**src/design/ecc_pkg.sv**
```systemverilog
`timescale 1ns / 1ps
// ----------------------------------------------------------------------------
// ecc_pkg: shared types and constants of the elevator car controller
// Field widths, operation, mode and sequencer codes, and the cell control beat.
// ----------------------------------------------------------------------------
package ecc_pkg;

    localparam int FLOOR_W   = 4;
    localparam int CFG_W     = 16;
    localparam int MASK_W    = 10;
    localparam int LAMP_W    = 10;
    localparam int OP_W      = 2;
    localparam int MODE_W    = 3;
    localparam int CFG_IDX_W = 2;

    localparam int NUM_FLOORS_DEF = 10;
    localparam int TIMER_BITS_DEF = 16;
    localparam int HOME_RST_DEF   = 3;

    localparam logic [CFG_W-1:0] MOVE_TIME_RST = 16'd3000;
    localparam logic [CFG_W-1:0] DOOR_TIME_RST = 16'd3000;

    localparam logic [CFG_IDX_W-1:0] CFG_MOVE_TIME = 2'd0;
    localparam logic [CFG_IDX_W-1:0] CFG_DOOR_TIME = 2'd1;
    localparam logic [CFG_IDX_W-1:0] CFG_HOME      = 2'd2;

    typedef enum logic [OP_W-1:0] {
        OP_TICK = 2'd0,
        OP_STEP = 2'd1,
        OP_CAB  = 2'd2,
        OP_CALL = 2'd3
    } t_op;

    typedef enum logic [MODE_W-1:0] {
        MODE_STOPPED = 3'd0,
        MODE_RISING  = 3'd1,
        MODE_FALLING = 3'd2,
        MODE_OPENING = 3'd3,
        MODE_CLOSING = 3'd4
    } t_car_mode;

    typedef enum logic [2:0] {
        SEQ_IDLE,
        SEQ_SCAN,
        SEQ_DECIDE,
        SEQ_ARRIVE,
        SEQ_REPORT
    } t_seq_state;

    typedef enum logic [2:0] {
        CELL_HOLD,
        CELL_ROTATE,
        CELL_CAB,
        CELL_CALL,
        CELL_CLEAR
    } t_cell_op;

    // Broadcast to every cell of the stop chain.
    typedef struct packed {
        t_cell_op             op;
        logic [FLOOR_W-1:0]   home;
        logic [FLOOR_W-1:0]   floor;
    } t_cell_ctrl;

    // One-hot floor lamp; floors outside the lamp field show nothing.
    function automatic logic [LAMP_W-1:0] floor_lamp(input logic [FLOOR_W-1:0] f);
        logic [LAMP_W-1:0] v;
        v = '0;
        for (int i = 0; i < LAMP_W; i++) begin
            if (f == FLOOR_W'(i + 1)) begin
                v[i] = 1'b1;
            end
        end
        return v;
    endfunction

endpackage

```
**src/design/elevator_car_controller.sv**
```systemverilog
`timescale 1ns / 1ps
// ----------------------------------------------------------------------------
// elevator_car_controller: controller for one elevator car
// Stop table in a ring of cells, travel and door timers, lamps and car mode.
// ----------------------------------------------------------------------------
//
//  channel   | handshake                      | payload
//  ----------+--------------------------------+--------------------------------
//  item in   | start, busy (taken: start&!busy)| i_operation, i_call_floor,
//            |                                | i_button_mask
//  result out| o_result_valid, 1-cycle strobe | o_car_state, o_floor_now, lamps,
//            |                                | o_floor_lamps, o_door_open
//  config    | i_cfg_valid, o_cfg_ready       | i_cfg_index, i_cfg_data
//
//  Each beat ends in the report state: tick, cab buttons, hall call and most
//  control steps go there at once; a step that moves the car one floor
//  passes the arrive state first; a step while stopped passes the scan state,
//  where the stop table rotates once past the scan head, one slot per cycle.
//  busy stays high from the accepting edge until the result strobe.
//  Reset is synchronous; all slots load the home floor at once, no sweep.
//  The result is shown for one cycle only; the receiver cannot stall it.
//  o_cfg_ready is always high.
//
module elevator_car_controller
    import ecc_pkg::*;
#(
    parameter int NUM_FLOORS = NUM_FLOORS_DEF,
    parameter int TIMER_BITS = TIMER_BITS_DEF
) (
    input  logic                 i_clk,
    input  logic                 i_rst_n,
    // item in
    input  logic                 start,
    output logic                 busy,
    input  logic [OP_W-1:0]      i_operation,
    input  logic [FLOOR_W-1:0]   i_call_floor,
    input  logic [MASK_W-1:0]    i_button_mask,
    // result out
    output logic                 o_result_valid,
    output logic [MODE_W-1:0]    o_car_state,
    output logic [FLOOR_W-1:0]   o_floor_now,
    output logic                 o_up_lamp,
    output logic                 o_down_lamp,
    output logic [LAMP_W-1:0]    o_floor_lamps,
    output logic                 o_door_open,
    // config
    input  logic                 i_cfg_valid,
    output logic                 o_cfg_ready,
    input  logic [CFG_IDX_W-1:0] i_cfg_index,
    input  logic [CFG_W-1:0]     i_cfg_data
);

    localparam logic [FLOOR_W-1:0] HOME_RST =
        (HOME_RST_DEF > NUM_FLOORS) ? FLOOR_W'(NUM_FLOORS) : FLOOR_W'(HOME_RST_DEF);
    localparam logic [FLOOR_W-1:0] TOP_FLOOR = FLOOR_W'(NUM_FLOORS);
    localparam int CNT_W  = $clog2(NUM_FLOORS);
    localparam int WIDE_W = (TIMER_BITS > CFG_W) ? TIMER_BITS : CFG_W;
    localparam logic [CNT_W-1:0]      CNT_LAST  = CNT_W'(NUM_FLOORS - 1);
    localparam logic [TIMER_BITS-1:0] TIMER_ONE = TIMER_BITS'(1);

    // Configuration
    logic [CFG_W-1:0]   r_move_time;
    logic [CFG_W-1:0]   r_door_time;
    logic [FLOOR_W-1:0] r_home;
    logic [FLOOR_W-1:0] w_home_clamp;

    // Car state
    t_seq_state          r_state,   n_state;
    t_car_mode           r_mode,    n_mode;
    logic [FLOOR_W-1:0]  r_cur,     n_cur;
    logic [FLOOR_W-1:0]  r_target,  n_target;
    logic [TIMER_BITS-1:0] r_travel, n_travel;
    logic [TIMER_BITS-1:0] r_door_tmr, n_door_tmr;
    logic                r_up,      n_up;
    logic                r_down,    n_down;
    logic [LAMP_W-1:0]   r_ind,     n_ind;
    logic                r_door,    n_door;

    // Scan of the stop ring
    logic [FLOOR_W-1:0]  r_max,     n_max;
    logic [FLOOR_W-1:0]  r_min,     n_min;
    logic [CNT_W-1:0]    r_cnt,     n_cnt;

    logic [WIDE_W-1:0]     w_move_wide;
    logic [WIDE_W-1:0]     w_door_wide;
    logic [TIMER_BITS-1:0] w_move_load;
    logic [TIMER_BITS-1:0] w_door_load;

    t_cell_ctrl         w_cell_ctrl;
    logic [FLOOR_W-1:0] w_head;
    logic               w_hit;
    logic               w_call_ok;

    // Timer loads keep TIMER_BITS bits of the setting.
    assign w_move_wide = WIDE_W'(r_move_time);
    assign w_door_wide = WIDE_W'(r_door_time);
    assign w_move_load = w_move_wide[TIMER_BITS-1:0];
    assign w_door_load = w_door_wide[TIMER_BITS-1:0];

    assign w_call_ok = (i_call_floor != '0) && (i_call_floor <= TOP_FLOOR);

    // ------------------------------------------------------------------
    // Configuration port: always ready, home floor clamped to the shaft
    // ------------------------------------------------------------------
    assign o_cfg_ready = 1'b1;

    always_comb begin
        w_home_clamp = i_cfg_data[FLOOR_W-1:0];
        if (w_home_clamp == '0) begin
            w_home_clamp = FLOOR_W'(1);
        end else if (w_home_clamp > TOP_FLOOR) begin
            w_home_clamp = TOP_FLOOR;
        end
    end

    always_ff @(posedge i_clk) begin
        if (!i_rst_n) begin
            r_move_time <= MOVE_TIME_RST;
            r_door_time <= DOOR_TIME_RST;
            r_home      <= HOME_RST;
        end else if (i_cfg_valid && o_cfg_ready) begin
            case (i_cfg_index)
                CFG_MOVE_TIME: r_move_time <= i_cfg_data;
                CFG_DOOR_TIME: r_door_time <= i_cfg_data;
                CFG_HOME:      r_home      <= w_home_clamp;
                default:       r_home      <= r_home;
            endcase
        end
    end

    // ------------------------------------------------------------------
    // Stop table: ring of cells, slot 0 at the scan head
    // ------------------------------------------------------------------
    ecc_stop_chain #(
        .NUM_FLOORS (NUM_FLOORS),
        .HOME_RST   (HOME_RST)
    ) u_chain (
        .i_clk   (i_clk),
        .i_rst_n (i_rst_n),
        .i_ctrl  (w_cell_ctrl),
        .i_mask  (i_button_mask),
        .o_head  (w_head),
        .o_hit   (w_hit)
    );

    // ------------------------------------------------------------------
    // Sequencer: next state and cell commands
    // ------------------------------------------------------------------
    always_comb begin
        n_state    = r_state;
        n_mode     = r_mode;
        n_cur      = r_cur;
        n_target   = r_target;
        n_travel   = r_travel;
        n_door_tmr = r_door_tmr;
        n_up       = r_up;
        n_down     = r_down;
        n_ind      = r_ind;
        n_door     = r_door;
        n_max      = r_max;
        n_min      = r_min;
        n_cnt      = r_cnt;

        w_cell_ctrl.op    = CELL_HOLD;
        w_cell_ctrl.home  = r_home;
        w_cell_ctrl.floor = r_cur;

        case (r_state)
            SEQ_IDLE: begin
                if (start) begin
                    n_state = SEQ_REPORT;
                    case (t_op'(i_operation))
                        OP_TICK: begin
                            if (r_travel != '0) begin
                                n_travel = r_travel - TIMER_ONE;
                            end
                            if (r_door_tmr != '0) begin
                                n_door_tmr = r_door_tmr - TIMER_ONE;
                            end
                        end
                        OP_STEP: begin
                            case (r_mode)
                                MODE_RISING: begin
                                    if (r_travel == '0) begin
                                        n_cur   = r_cur + FLOOR_W'(1);
                                        n_up    = 1'b1;
                                        n_down  = 1'b0;
                                        n_state = SEQ_ARRIVE;
                                    end
                                end
                                MODE_FALLING: begin
                                    if (r_travel == '0) begin
                                        n_cur   = r_cur - FLOOR_W'(1);
                                        n_up    = 1'b0;
                                        n_down  = 1'b1;
                                        n_state = SEQ_ARRIVE;
                                    end
                                end
                                MODE_OPENING: begin
                                    n_door = 1'b1;
                                    if (r_door_tmr == '0) begin
                                        n_mode     = MODE_CLOSING;
                                        n_door_tmr = w_door_load;
                                    end
                                end
                                MODE_CLOSING: begin
                                    if (r_door_tmr == '0) begin
                                        n_mode = MODE_STOPPED;
                                        n_door = 1'b0;
                                    end
                                end
                                default: begin
                                    // stopped: sweep the ring for highest and lowest stop
                                    n_max   = r_target;
                                    n_min   = '1;
                                    n_cnt   = '0;
                                    n_state = SEQ_SCAN;
                                end
                            endcase
                        end
                        OP_CAB: begin
                            w_cell_ctrl.op = CELL_CAB;
                        end
                        OP_CALL: begin
                            if (w_call_ok) begin
                                n_mode = MODE_OPENING;
                                // a call at the car's floor only opens the doors
                                if (i_call_floor != r_cur) begin
                                    w_cell_ctrl.op    = CELL_CALL;
                                    w_cell_ctrl.floor = i_call_floor;
                                end
                            end
                        end
                        default: n_state = SEQ_REPORT;
                    endcase
                end
            end
            SEQ_SCAN: begin
                w_cell_ctrl.op = CELL_ROTATE;
                if (w_head > r_max) begin
                    n_max = w_head;
                end
                if (w_head < r_min) begin
                    n_min = w_head;
                end
                n_cnt = r_cnt + CNT_W'(1);
                if (r_cnt == CNT_LAST) begin
                    n_state = SEQ_DECIDE;
                end
            end
            SEQ_DECIDE: begin
                n_state = SEQ_REPORT;
                if (r_max > r_cur) begin
                    n_target = r_max;
                    n_mode   = MODE_RISING;
                    n_travel = w_move_load;
                end else begin
                    // target drops to the lowest stop, at or below the highest
                    n_target = r_min;
                    if (r_min < r_cur) begin
                        n_mode   = MODE_FALLING;
                        n_travel = w_move_load;
                    end else begin
                        n_mode = MODE_STOPPED;
                        n_up   = 1'b0;
                        n_down = 1'b0;
                        n_ind  = floor_lamp(r_cur);
                    end
                end
            end
            SEQ_ARRIVE: begin
                // car stands at the new floor: drop every stop pending here
                w_cell_ctrl.op = CELL_CLEAR;
                n_ind          = floor_lamp(r_cur);
                n_state        = SEQ_REPORT;
                if (r_cur == r_target) begin
                    n_mode = MODE_OPENING;
                end else begin
                    if (w_hit) begin
                        n_mode = MODE_OPENING;
                    end
                    n_travel = w_move_load;
                end
            end
            SEQ_REPORT: begin
                n_state = SEQ_IDLE;
            end
            default: n_state = SEQ_IDLE;
        endcase
    end

    always_ff @(posedge i_clk) begin
        if (!i_rst_n) begin
            r_state    <= SEQ_IDLE;
            r_mode     <= MODE_STOPPED;
            r_cur      <= HOME_RST;
            r_target   <= HOME_RST;
            r_travel   <= '0;
            r_door_tmr <= '0;
            r_up       <= 1'b0;
            r_down     <= 1'b0;
            r_ind      <= '0;
            r_door     <= 1'b0;
            r_cnt      <= '0;
        end else begin
            r_state    <= n_state;
            r_mode     <= n_mode;
            r_cur      <= n_cur;
            r_target   <= n_target;
            r_travel   <= n_travel;
            r_door_tmr <= n_door_tmr;
            r_up       <= n_up;
            r_down     <= n_down;
            r_ind      <= n_ind;
            r_door     <= n_door;
            r_cnt      <= n_cnt;
        end
    end

    // Scan accumulators are not reset; a stopped step loads them before the scan.
    always_ff @(posedge i_clk) begin
        r_max <= n_max;
        r_min <= n_min;
    end

    assign busy = (r_state != SEQ_IDLE);

    // ------------------------------------------------------------------
    // Result beat: capture the settled state for one cycle
    // ------------------------------------------------------------------
    always_ff @(posedge i_clk) begin
        if (!i_rst_n) begin
            o_result_valid <= 1'b0;
        end else begin
            o_result_valid <= (r_state == SEQ_REPORT);
        end
    end

    always_ff @(posedge i_clk) begin
        if (r_state == SEQ_REPORT) begin
            o_car_state   <= r_mode;
            o_floor_now   <= r_cur;
            o_up_lamp     <= r_up;
            o_down_lamp   <= r_down;
            o_floor_lamps <= r_ind;
            o_door_open   <= r_door;
        end
    end

endmodule

```
**src/design/ecc_cell.sv**
```systemverilog
`timescale 1ns / 1ps
// ----------------------------------------------------------------------------
// ecc_cell: one stop slot
// Holds the slot of one floor; rotates, fills or empties it on command.
// ----------------------------------------------------------------------------
module ecc_cell
    import ecc_pkg::*;
#(
    parameter int                 FLOOR_IDX = 0,
    parameter logic [FLOOR_W-1:0] HOME_RST  = FLOOR_W'(HOME_RST_DEF)
) (
    input  logic               i_clk,
    input  logic               i_rst_n,
    input  t_cell_ctrl         i_ctrl,
    input  logic               i_mask_bit,
    input  logic [FLOOR_W-1:0] i_shift,
    output logic [FLOOR_W-1:0] o_slot,
    output logic               o_hit
);

    localparam logic [FLOOR_W-1:0] OWN_FLOOR = FLOOR_W'(FLOOR_IDX + 1);

    logic [FLOOR_W-1:0] r_slot;
    logic [FLOOR_W-1:0] n_slot;

    always_comb begin
        n_slot = r_slot;
        case (i_ctrl.op)
            CELL_ROTATE: n_slot = i_shift;
            CELL_CAB: begin
                if (i_mask_bit && (r_slot == i_ctrl.home)) begin
                    n_slot = OWN_FLOOR;
                end
            end
            CELL_CALL: begin
                if (i_ctrl.floor == OWN_FLOOR) begin
                    n_slot = OWN_FLOOR;
                end
            end
            CELL_CLEAR: begin
                if (r_slot == i_ctrl.floor) begin
                    n_slot = i_ctrl.home;
                end
            end
            default: n_slot = r_slot;
        endcase
    end

    always_ff @(posedge i_clk) begin
        if (!i_rst_n) begin
            r_slot <= HOME_RST;
        end else begin
            r_slot <= n_slot;
        end
    end

    assign o_slot = r_slot;
    assign o_hit  = (r_slot == i_ctrl.floor);

endmodule

```
**src/design/ecc_stop_chain.sv**
```systemverilog
`timescale 1ns / 1ps
// ----------------------------------------------------------------------------
// ecc_stop_chain: ring of stop slot cells
// Wires the cells into a ring toward slot 0 and gathers the clear hits.
// ----------------------------------------------------------------------------
module ecc_stop_chain
    import ecc_pkg::*;
#(
    parameter int                 NUM_FLOORS = NUM_FLOORS_DEF,
    parameter logic [FLOOR_W-1:0] HOME_RST   = FLOOR_W'(HOME_RST_DEF)
) (
    input  logic               i_clk,
    input  logic               i_rst_n,
    input  t_cell_ctrl         i_ctrl,
    input  logic [MASK_W-1:0]  i_mask,
    output logic [FLOOR_W-1:0] o_head,
    output logic               o_hit
);

    logic [FLOOR_W-1:0]           w_slot [NUM_FLOORS];
    logic [NUM_FLOORS-1:0]        w_hit;
    logic [NUM_FLOORS+MASK_W-1:0] w_mask_pad;

    // Mask bits past the last floor never reach a cell.
    assign w_mask_pad = (NUM_FLOORS + MASK_W)'(i_mask);

    for (genvar g = 0; g < NUM_FLOORS; g++) begin : g_cell
        ecc_cell #(
            .FLOOR_IDX (g),
            .HOME_RST  (HOME_RST)
        ) u_cell (
            .i_clk      (i_clk),
            .i_rst_n    (i_rst_n),
            .i_ctrl     (i_ctrl),
            .i_mask_bit (w_mask_pad[g]),
            .i_shift    (w_slot[(g + 1) % NUM_FLOORS]),
            .o_slot     (w_slot[g]),
            .o_hit      (w_hit[g])
        );
    end

    assign o_head = w_slot[0];
    assign o_hit  = |w_hit;

endmodule

```
**config.mk**
```make
export PLATFORM = sky130hd
export DESIGN_NAME = elevator_car_controller
export DESIGN_NICKNAME = d
export VERILOG_FILES = /design/src/design/ecc_pkg.sv /design/src/design/elevator_car_controller.sv /design/src/design/ecc_cell.sv /design/src/design/ecc_stop_chain.sv
export SDC_FILE = /design/constraint.sdc
export NUM_CORES = 1
export LEC_CHECK = 0
export CORE_ASPECT_RATIO = 0.7
export CORE_UTILIZATION = 59
export CTS_CLUSTER_DIAMETER = 30
export DETAILED_ROUTE_END_ITERATION = 8
export DONT_BUFFER_PORTS = 1
export GPL_TIMING_DRIVEN = 0
export PLACE_DENSITY = 0.75
export REMOVE_ABC_BUFFERS = 1
export SLEW_MARGIN = 20
export SYNTH_ARGS = -nofsm -noshare
export SYNTH_HDL_FRONTEND = slang
export SYNTH_HIERARCHICAL = 1
export SYNTH_SLANG_ARGS = --single-unit
```
**constraint.sdc**
```tcl
create_clock -name i_clk -period 6.7 [get_ports i_clk]
set_input_delay 2.01 -clock i_clk [delete_from_list [all_inputs] [get_ports i_clk]]
set_output_delay 2.01 -clock i_clk [all_outputs]
set_load 0.005 [all_outputs]
```
After elaboration in Yosys (flattened, before gate mapping)
Index checks and enable logic that the tools add are counted.
{"block": "totals", "elab_cells": 344, "register_bits": 168, "output_inout_bits": 23, "input_bits": 38}
{"block": "op_classes", "magnitude_cmp": 6, "reduce_logical": 58, "eq_ne": 117, "n_mux": 125, "addsub": 5}
{"operator": "$mux W4", "count": 51}
{"operator": "$pmux W4 S4", "count": 10}
{"operator": "$mux W16", "count": 9}
{"operator": "$ne A2 B2 Y1 const B", "count": 44}
{"operator": "$eq A4 B4 Y1", "count": 21}
{"operator": "$pmux W16 S3", "count": 1}
{"operator": "$reduce_and A4 Y1", "count": 11}
{"operator": "$eq A4 B3 Y1 const B", "count": 8}
{"operator": "$logic_not A16 Y1", "count": 2}
{"operator": "$pmux W16 S2", "count": 1}
{"operator": "$pmux W4 S2", "count": 4}
{"operator": "$reduce_bool A16 Y1", "count": 2}
{"operator": "$sub A16 B1 Y16 const B", "count": 2}
{"operator": "$mux W3", "count": 10}
{"operator": "$eq A4 B4 Y1 const B", "count": 7}
{"operator": "$pmux W3 S3", "count": 3}
{"operator": "$mux W10", "count": 2}
{"operator": "$pmux W10 S2", "count": 1}
{"operator": "$mux W1", "count": 19}
{"operator": "$eq A3 B2 Y1 const B", "count": 6}
{"operator": "$pmux W3 S2", "count": 3}
{"operator": "$reduce_and A6 Y1", "count": 3}
{"operator": "$eq A4 B2 Y1 const B", "count": 4}
{"operator": "$reduce_and A8 Y1", "count": 2}
{"operator": "34 further kinds", "count": 85}

Logic depth before layout (Yosys ltp)
Gate-level depths: netlist (run 1).
{"block": "depth", "ltp_word": 11, "mapped_depth": 15, "depth_no_buf": 14}

Modules after synthesis
The synthesis (run 1) kept the hierarchy.
{"module": "elevator_car_controller", "seq_area_each_um2": 2842.7, "area_per_inst_um2": 6535.0, "n_inst": 1, "cells_per_inst": 784}
{"module": "ecc_cell (u_chain.g_cell[5].u_cell)", "seq_area_each_um2": 80.1, "area_per_inst_um2": 460.4, "n_inst": 1, "cells_per_inst": 54}
{"module": "ecc_cell (u_chain.g_cell[3].u_cell)", "seq_area_each_um2": 80.1, "area_per_inst_um2": 459.2, "n_inst": 1, "cells_per_inst": 57}
{"module": "ecc_cell (u_chain.g_cell[4].u_cell)", "seq_area_each_um2": 80.1, "area_per_inst_um2": 456.7, "n_inst": 1, "cells_per_inst": 56}
{"module": "ecc_cell (u_chain.g_cell[1].u_cell)", "seq_area_each_um2": 80.1, "area_per_inst_um2": 432.9, "n_inst": 1, "cells_per_inst": 54}
{"module": "ecc_cell (u_chain.g_cell[8].u_cell)", "seq_area_each_um2": 80.1, "area_per_inst_um2": 429.2, "n_inst": 1, "cells_per_inst": 52}
{"module": "ecc_cell (u_chain.g_cell[9].u_cell)", "seq_area_each_um2": 80.1, "area_per_inst_um2": 427.9, "n_inst": 1, "cells_per_inst": 52}
{"module": "ecc_cell (u_chain.g_cell[0].u_cell)", "seq_area_each_um2": 80.1, "area_per_inst_um2": 421.7, "n_inst": 1, "cells_per_inst": 55}
{"module": "ecc_cell (u_chain.g_cell[6].u_cell)", "seq_area_each_um2": 80.1, "area_per_inst_um2": 421.7, "n_inst": 1, "cells_per_inst": 53}
{"module": "ecc_cell (u_chain.g_cell[2].u_cell)", "seq_area_each_um2": 80.1, "area_per_inst_um2": 414.1, "n_inst": 1, "cells_per_inst": 54}
{"module": "ecc_cell (u_chain.g_cell[7].u_cell)", "seq_area_each_um2": 80.1, "area_per_inst_um2": 414.1, "n_inst": 1, "cells_per_inst": 49}
{"module": "ecc_stop_chain", "seq_area_each_um2": 0.0, "area_per_inst_um2": 21.3, "n_inst": 1, "cells_per_inst": 4}

Worst setup path after synthesis (run 1)
Ideal clock, no wire load.
{"block": "synth_timing", "path_type": "in2reg", "from": "in i_operation[0]", "to": "reg u_chain.g_cell[8].u_cell.r_slot[1]", "path_buffers": 1, "t_arrival_ns": 6.934, "setup_slack_ns": -0.357, "cell_stages": 7, "cell_sequence": "clkbuf_1 -> o2111ai_1 -> o31ai_1 -> a31oi_1 -> a31oi_4 -> nor2_4 -> mux2_1"}
{"item": "start: declaration", "line_no": "elevator_car_controller.sv:35", "source": "input logic [OP_W-1:0] i_operation,"}
{"item": "end signal: assignment", "line_no": "ecc_cell.sv:53", "source": "r_slot <= n_slot;"}
{"item": "end: declaration", "line_no": "ecc_cell.sv:23", "source": "logic [FLOOR_W-1:0] r_slot;"}

==> qor.csv, run 1 <==
metric;value;unit
core-area;0.0181;sq mm
crit_path_max_fanout;15;
leakage;0.00448;uW
synthAdderAreaFrac;2.64;%
rsz0062_at_grt;no;
ys_top_cells_by_area;dfxtp_1 26%, edfxtp_1 7.7%, nand2_1 6.2%, a21oi_1 5.7%, xor2_1 5.1%;
dp_cells;1507;
p_per_area;296;mW/mm^2
first_pass_iters;8;
synth_top_family_by_area;simple AND/OR/NAND/NOR gates;
yosysUniqueCellTypes;92;
maxSlewHeadroom;43.4;%
via_count;9792;
crit_top_cell;nor2_1;
grtUsageMet2;46.3;%
cp_data_required_time;7.04;ns
grt-busiest-layer;met2;
wl;28100;microns
cp_cell_sequence;or4_1 -> o2111ai_1 -> nor2_1 -> o21ai_2 -> buf_6 -> xor2_1 -> nor4_4 -> nor4_1 -> nand3_1 -> nor2_1 -> a21oi_1 -> a31oi_4 -> a211oi_1 -> a31o_2;
grt.overflow.total;0;
hpwl;18800;microns
grt_usage;30.1;%
synth_top_area_share;25.7;%
period_minus_slack;5.41;ns
clkTransAtPathRegs;0.07;ns
area_growth;8.44;%
cts_buffer_depth;2;
cts_root_buf;clkbuf_16;
synth_seq_cells;168;
max_stage_delay;0.55;ns
cts_resized;0;
drt-initial-drc-count;894;
grt_pass1_vias;8891;
crit_type;in2reg;
report.final.slew_viol_count;0;
drive_gt1_share;10.7;%
n_antenna_cell;0;
synthArstFlopShare;0;%
holdPathEnd;o_up_lamp;
critPathArrivalTime;5.75;ns
numCtsBuffers;17;
status;finished, final reports clean;
synth_mux_area_share;2.73;%
finalCoreUtilization;65.4;%
setup-tns-final;0;ns
met3_usage;5.51;%
ys.flop_type;dfxtp_1;
hold_viol;0;
dieArea;0.0190;sq mm
gp_congestion;0.816;
worstMarginPinSlew;0.846;ns
power;3500;uW
grt_pass1_wl;45600;microns
htree_levels;4;
worst_slack;1.29;ns
final_net_count;1351;
syn-mean-instance-area;8.23;sq um
yosysWarnings;6;
cts_hold_buf;0;
synth_xor_xnor_area_share;7.40;%
grt_max_degree;102;
die_x;164;microns
ir_drop;0.000228;V
pre_cts_ws;0.920;ns
ys_seq_area_share;33.4;%
io_buffers;0;
rows;41;
netlist_area;0.0109;sq mm
synth-simple-area-share;24.8;%
synth.top_cells.by_count;180 x nand2_1, 140 x dfxtp_1, 124 x a21oi_1;
start_util;60.3;%
startpoint_type;input port;
slowest_stage;or4_1;
rr_startpoint;r_state[2];
yosysMostFrequentCell;nand2_1;
skew;0.0178;ns
drtAntennaViolNets;0;
drc;0;
io_pins;61;
cap_violations;0;
viasPerCell;6.36;
synth_compound_area_share;24.5;%
whs_path_depth;0;
yosys.area.top_type;dfxtp_1;
synth_edf_count;28;
worst_setup_path_end_kind;register;
post_cts.repair.setup_buffers;0;
fp.dieH;116;microns
finalSetupViolations;0;
period_share;80.8;%
tritoncts;done;
antenna_found_initial;0;
min_path_type;reg2reg;
ff2ff_path_depth;15;
ff2ff_setup_slack;2.44;ns
clock_sinks;168;
wl_per_cell;18.3;microns
grt_use_met1;43.6;%
fmax;0.185;GHz
hp-start;r_up;
syn_inst;1324;
clk_latency;0.44;ns
instances_no_fill;1539;
timing.rr.end;r_mode[0];
## worst max-delay path by stage
stage,start,end,depth (start not counted)
finish,i_call_floor[0],r_mode[0],14
global route,i_call_floor[0],r_mode[0],14
CTS,i_call_floor[0],r_mode[0],14
detailed placement,i_call_floor[0],r_mode[0],14
global placement,i_call_floor[1],u_chain/g_cell[6].u_cell/o_slot[0],7
floorplan,i_call_floor[1],u_chain/g_cell[8].u_cell/o_slot[1],7
## per-layer routing
metal  up-vias  share of wire, %
li1       4720                 -
met1      4667                47
met2       388                45
met3        17               7.1
met4         0              0.84
met5         -                 0
## worst max-delay path: cells and delay by family
family | cells | cell delay (ns)
and+or+nand+nor | 6 | 1.77
buffers and inverters | 1 | 0.26
xor gates and xnor gates | 1 | 0.27
AOI/OAI and AO/OA | 6 | 1.44
## cells in the final DEF (no fill, tap or decap), types with 14 or more instances in the layout
| master | n |
|---|---|
| a21oi_1 | 124 |
| a31oi_1 | 16 |
| clkbuf_16 | 17 |
| dfxtp_1 | 136 |
| edfxtp_1 | 28 |
| ha_1 | 23 |
| inv_1 | 47 |
| mux2i_1 | 22 |
| nand2_1 | 180 |
| nand2b_1 | 18 |
| nand3_1 | 35 |
| nor2_1 | 104 |
| nor2b_1 | 37 |
| nor3_1 | 29 |
| o211ai_1 | 33 |
| o21ai_0 | 58 |
| o31ai_1 | 14 |
| xnor2_1 | 28 |
| xor2_1 | 64 |
## flip-flops by register name, summed over array words and instances (netlist names), 10 cells and up
| register | count |
|---|---|
| r_door_tmr | 16 |
| r_door_time | 16 |
| r_move_time | 16 |
| r_ind | 10 |
| o_floor_lamps | 10 |
| r_travel | 16 |
| u_chain/g_cell.u_cell/o_slot | 40 |
## kinds of logic (layout without fill, tap and decap cells)
family | after synthesis | count (layout)
AO/OA/AOI/OAI | 381 | 381
XOR/XNOR | 92 | 92
adder cells (fa/ha/maj) | 23 | 23
buffers and inverters | 118 | 97
flip-flops | 168 | 168
multiplexers | 28 | 28
other | 1 | 1
AND/OR/NAND/NOR | 513 | 513
## power breakdown
| group | internal (uW) | total, uW | switching (uW) | leakage [uW] |
|---|---|---|---|---|
| Combinational | 510 | 1260 | 746 | 0.00281 |
| Clock | 502 | 988 | 487 | 0.000283 |
| Sequential | 1120 | 1250 | 130 | 0.00139 |
| Total | 2130 | 3500 | 1360 | 0.00448 |
## final cells by class
type | count | area [sq um]
clock buffer | 18 | 429
tap | 236 | 295
inverter | 48 | 183
timing repair buffer | 17 | 246
fill | 1513 | 6240
sequential | 168 | 3650
clock inverter | 14 | 151
multi-input combinational | 1038 | 6860
## stage by stage
step	hold WS [ns]	instance area (sq um)
global route	0.450	11800
CTS	0.435	11800
detailed placement	0.417	11200
floorplan	0.408	10600
global placement	0.418	10900
finish	0.436	11800
Power figures use the tool's default switching activity.
==> inputs of run 2 (changes only) <==
Clock period 6.7 ns to 4.5 ns, I/O delays scaled along.
==> qor.csv, run 2 (same netlist as run 1, synthesis figures left out) <==
metric;value;unit
fp.dieH;116;microns
placed_area;0.0112;sq mm
nFillCells;1506;
antenna_found_initial;0;
cap_violations;0;
wl_per_cell;18.4;microns
cp-endpoint;r_mode[0];
cts_hold_buf;0;
crit_type;in2reg;
clock_sinks;168;
cts_resized;6;
drive_gt1_share;11.0;%
report.final.slew_viol_count;0;
area_growth;8.90;%
min_path_type;reg2reg;
critPathArrivalTime;4.55;ns
numCtsBuffers;17;
ff2ff_setup_slack;0.59;ns
instances_no_fill;1539;
cp_data_required_time;4.84;ns
crit_path_max_fanout;15;
n_antenna_cell;0;
clk_latency;0.44;ns
hpwl;18800;microns
leakage;0.00449;uW
first_pass_iters;5;
rsz0062_at_grt;no;
ff2ff_path_depth;15;
io_pins;61;
start_util;60.3;%
drt-initial-drc-count;1010;
grt_usage;30.2;%
wl;28300;microns
grt_pass1_vias;8935;
rows;41;
core-area;0.0181;sq mm
hold_viol;0;
viasPerCell;6.41;
stdcell_area;0.0119;sq mm
startpoint;i_call_floor[0];
period_share;93.6;%
mostFrequentLayoutCell;nand2_1;
io_buffers;0;
die_x;164;microns
worstMarginPinSlew;0.853;ns
via_count;9867;
grt.overflow.total;0;
drc;0;
gp_congestion;0.816;
drtAntennaViolNets;0;
htree_levels;4;
worst_setup_path_end_kind;register;
mostFrequentLayoutCells;180 x nand2_1, 136 x dfxtp_1, 124 x a21oi_1;
dieArea;0.0190;sq mm
rr_startpoint;r_state[2];
largest_reg_flops;40;
status;finished, final reports clean;
timing.rr.end;r_mode[0];
skew;0.0200;ns
p_per_area;440;mW/mm^2
ir_drop;0.000340;V
grt_max_degree;102;
period_minus_slack;4.21;ns
fmax;0.237;GHz
final_net_count;1351;
dp_cells;1507;
startpoint_type;input port;
post_cts.repair.setup_buffers;0;
cts_buffer_depth;2;
finalSetupViolations;0;
maxSlewHeadroom;42.9;%
tritoncts;done;
cts_root_buf;clkbuf_16;
grt_pass1_wl;45800;microns
clkTransAtPathRegs;0.08;ns
run 2: worst max-delay path, stage by stage:
cell and delay, ns:
or4_1 0.57, o2111ai_2 0.23, nor2_4 0.15, o21ai_4 0.30, buf_6 0.24, xor2_1 0.27
nor4_4 0.10, nor4_2 0.35, nand3_1 0.17, nor2_1 0.13, a21oi_1 0.12, a31oi_4 0.25
a211oi_1 0.07, a31o_2 0.25
run 2: worst min path at each step:
stage                     startpoint                to  slack (ns)  cells past startpoint
after global routing        r_ind[2]  o_floor_lamps[2]        0.45                      0
after global placement      r_ind[2]  o_floor_lamps[2]        0.42                      0
after floorplan             r_ind[0]  o_floor_lamps[0]        0.41                      0
after detailed placement    r_ind[2]  o_floor_lamps[2]        0.42                      0
after CTS                   r_ind[2]  o_floor_lamps[2]        0.44                      0
final                           r_up         o_up_lamp        0.44                      0
run 2: where the power goes:
part	switching, uW	internal (uW)	total (uW)
Sequential	194	1670	1870
Clock	726	747	1470
Combinational	1120	760	1880
run 2: area by class of cell:
type / instances / area (sq um) / share of cell area (%)
multi-input combinational: 1038 / 6910 / 58.2
sequential: 168 / 3650 / 30.8
clock buffer: 18 / 429 / 3.62
tap: 236 / 295 / 2.49
timing repair buffer: 17 / 246 / 2.08
inverter: 48 / 183 / 1.54
clock inverter: 14 / 151 / 1.28
run 2: metrics by stage:
| stage | setup TNS, ns | total power [uW] | worst slack (ns) | hold WS (ns) | util, % |
|---|---|---|---|---|---|
| after global routing | 0 | 5510 | 0.0701 | 0.450 | 65.7 |
| after global placement | -198.92 | 3600 | -4.99 | 0.418 | 60.3 |
| after detailed placement | -1.94 | 3710 | -0.620 | 0.417 | 62.2 |
| after CTS | 0 | 5180 | 0.126 | 0.435 | 65.6 |
| final | 0 | 5220 | 0.287 | 0.436 | 65.7 |
| after floorplan | -84.30 | 3240 | -2.26 | 0.408 | - |
run 2: layer usage:
| metal | global-route usage, % | up-vias | part of all wire [%] |
|---|---|---|---|
| met1 | 44.0 | 4737 | 48 |
| li1 | - | 4730 | - |
| met2 | 46.4 | 370 | 45 |
| met5 | 0 | - | 0 |
| met3 | 5.12 | 30 | 6.6 |
| met4 | 7.09 | 0 | 1.1 |
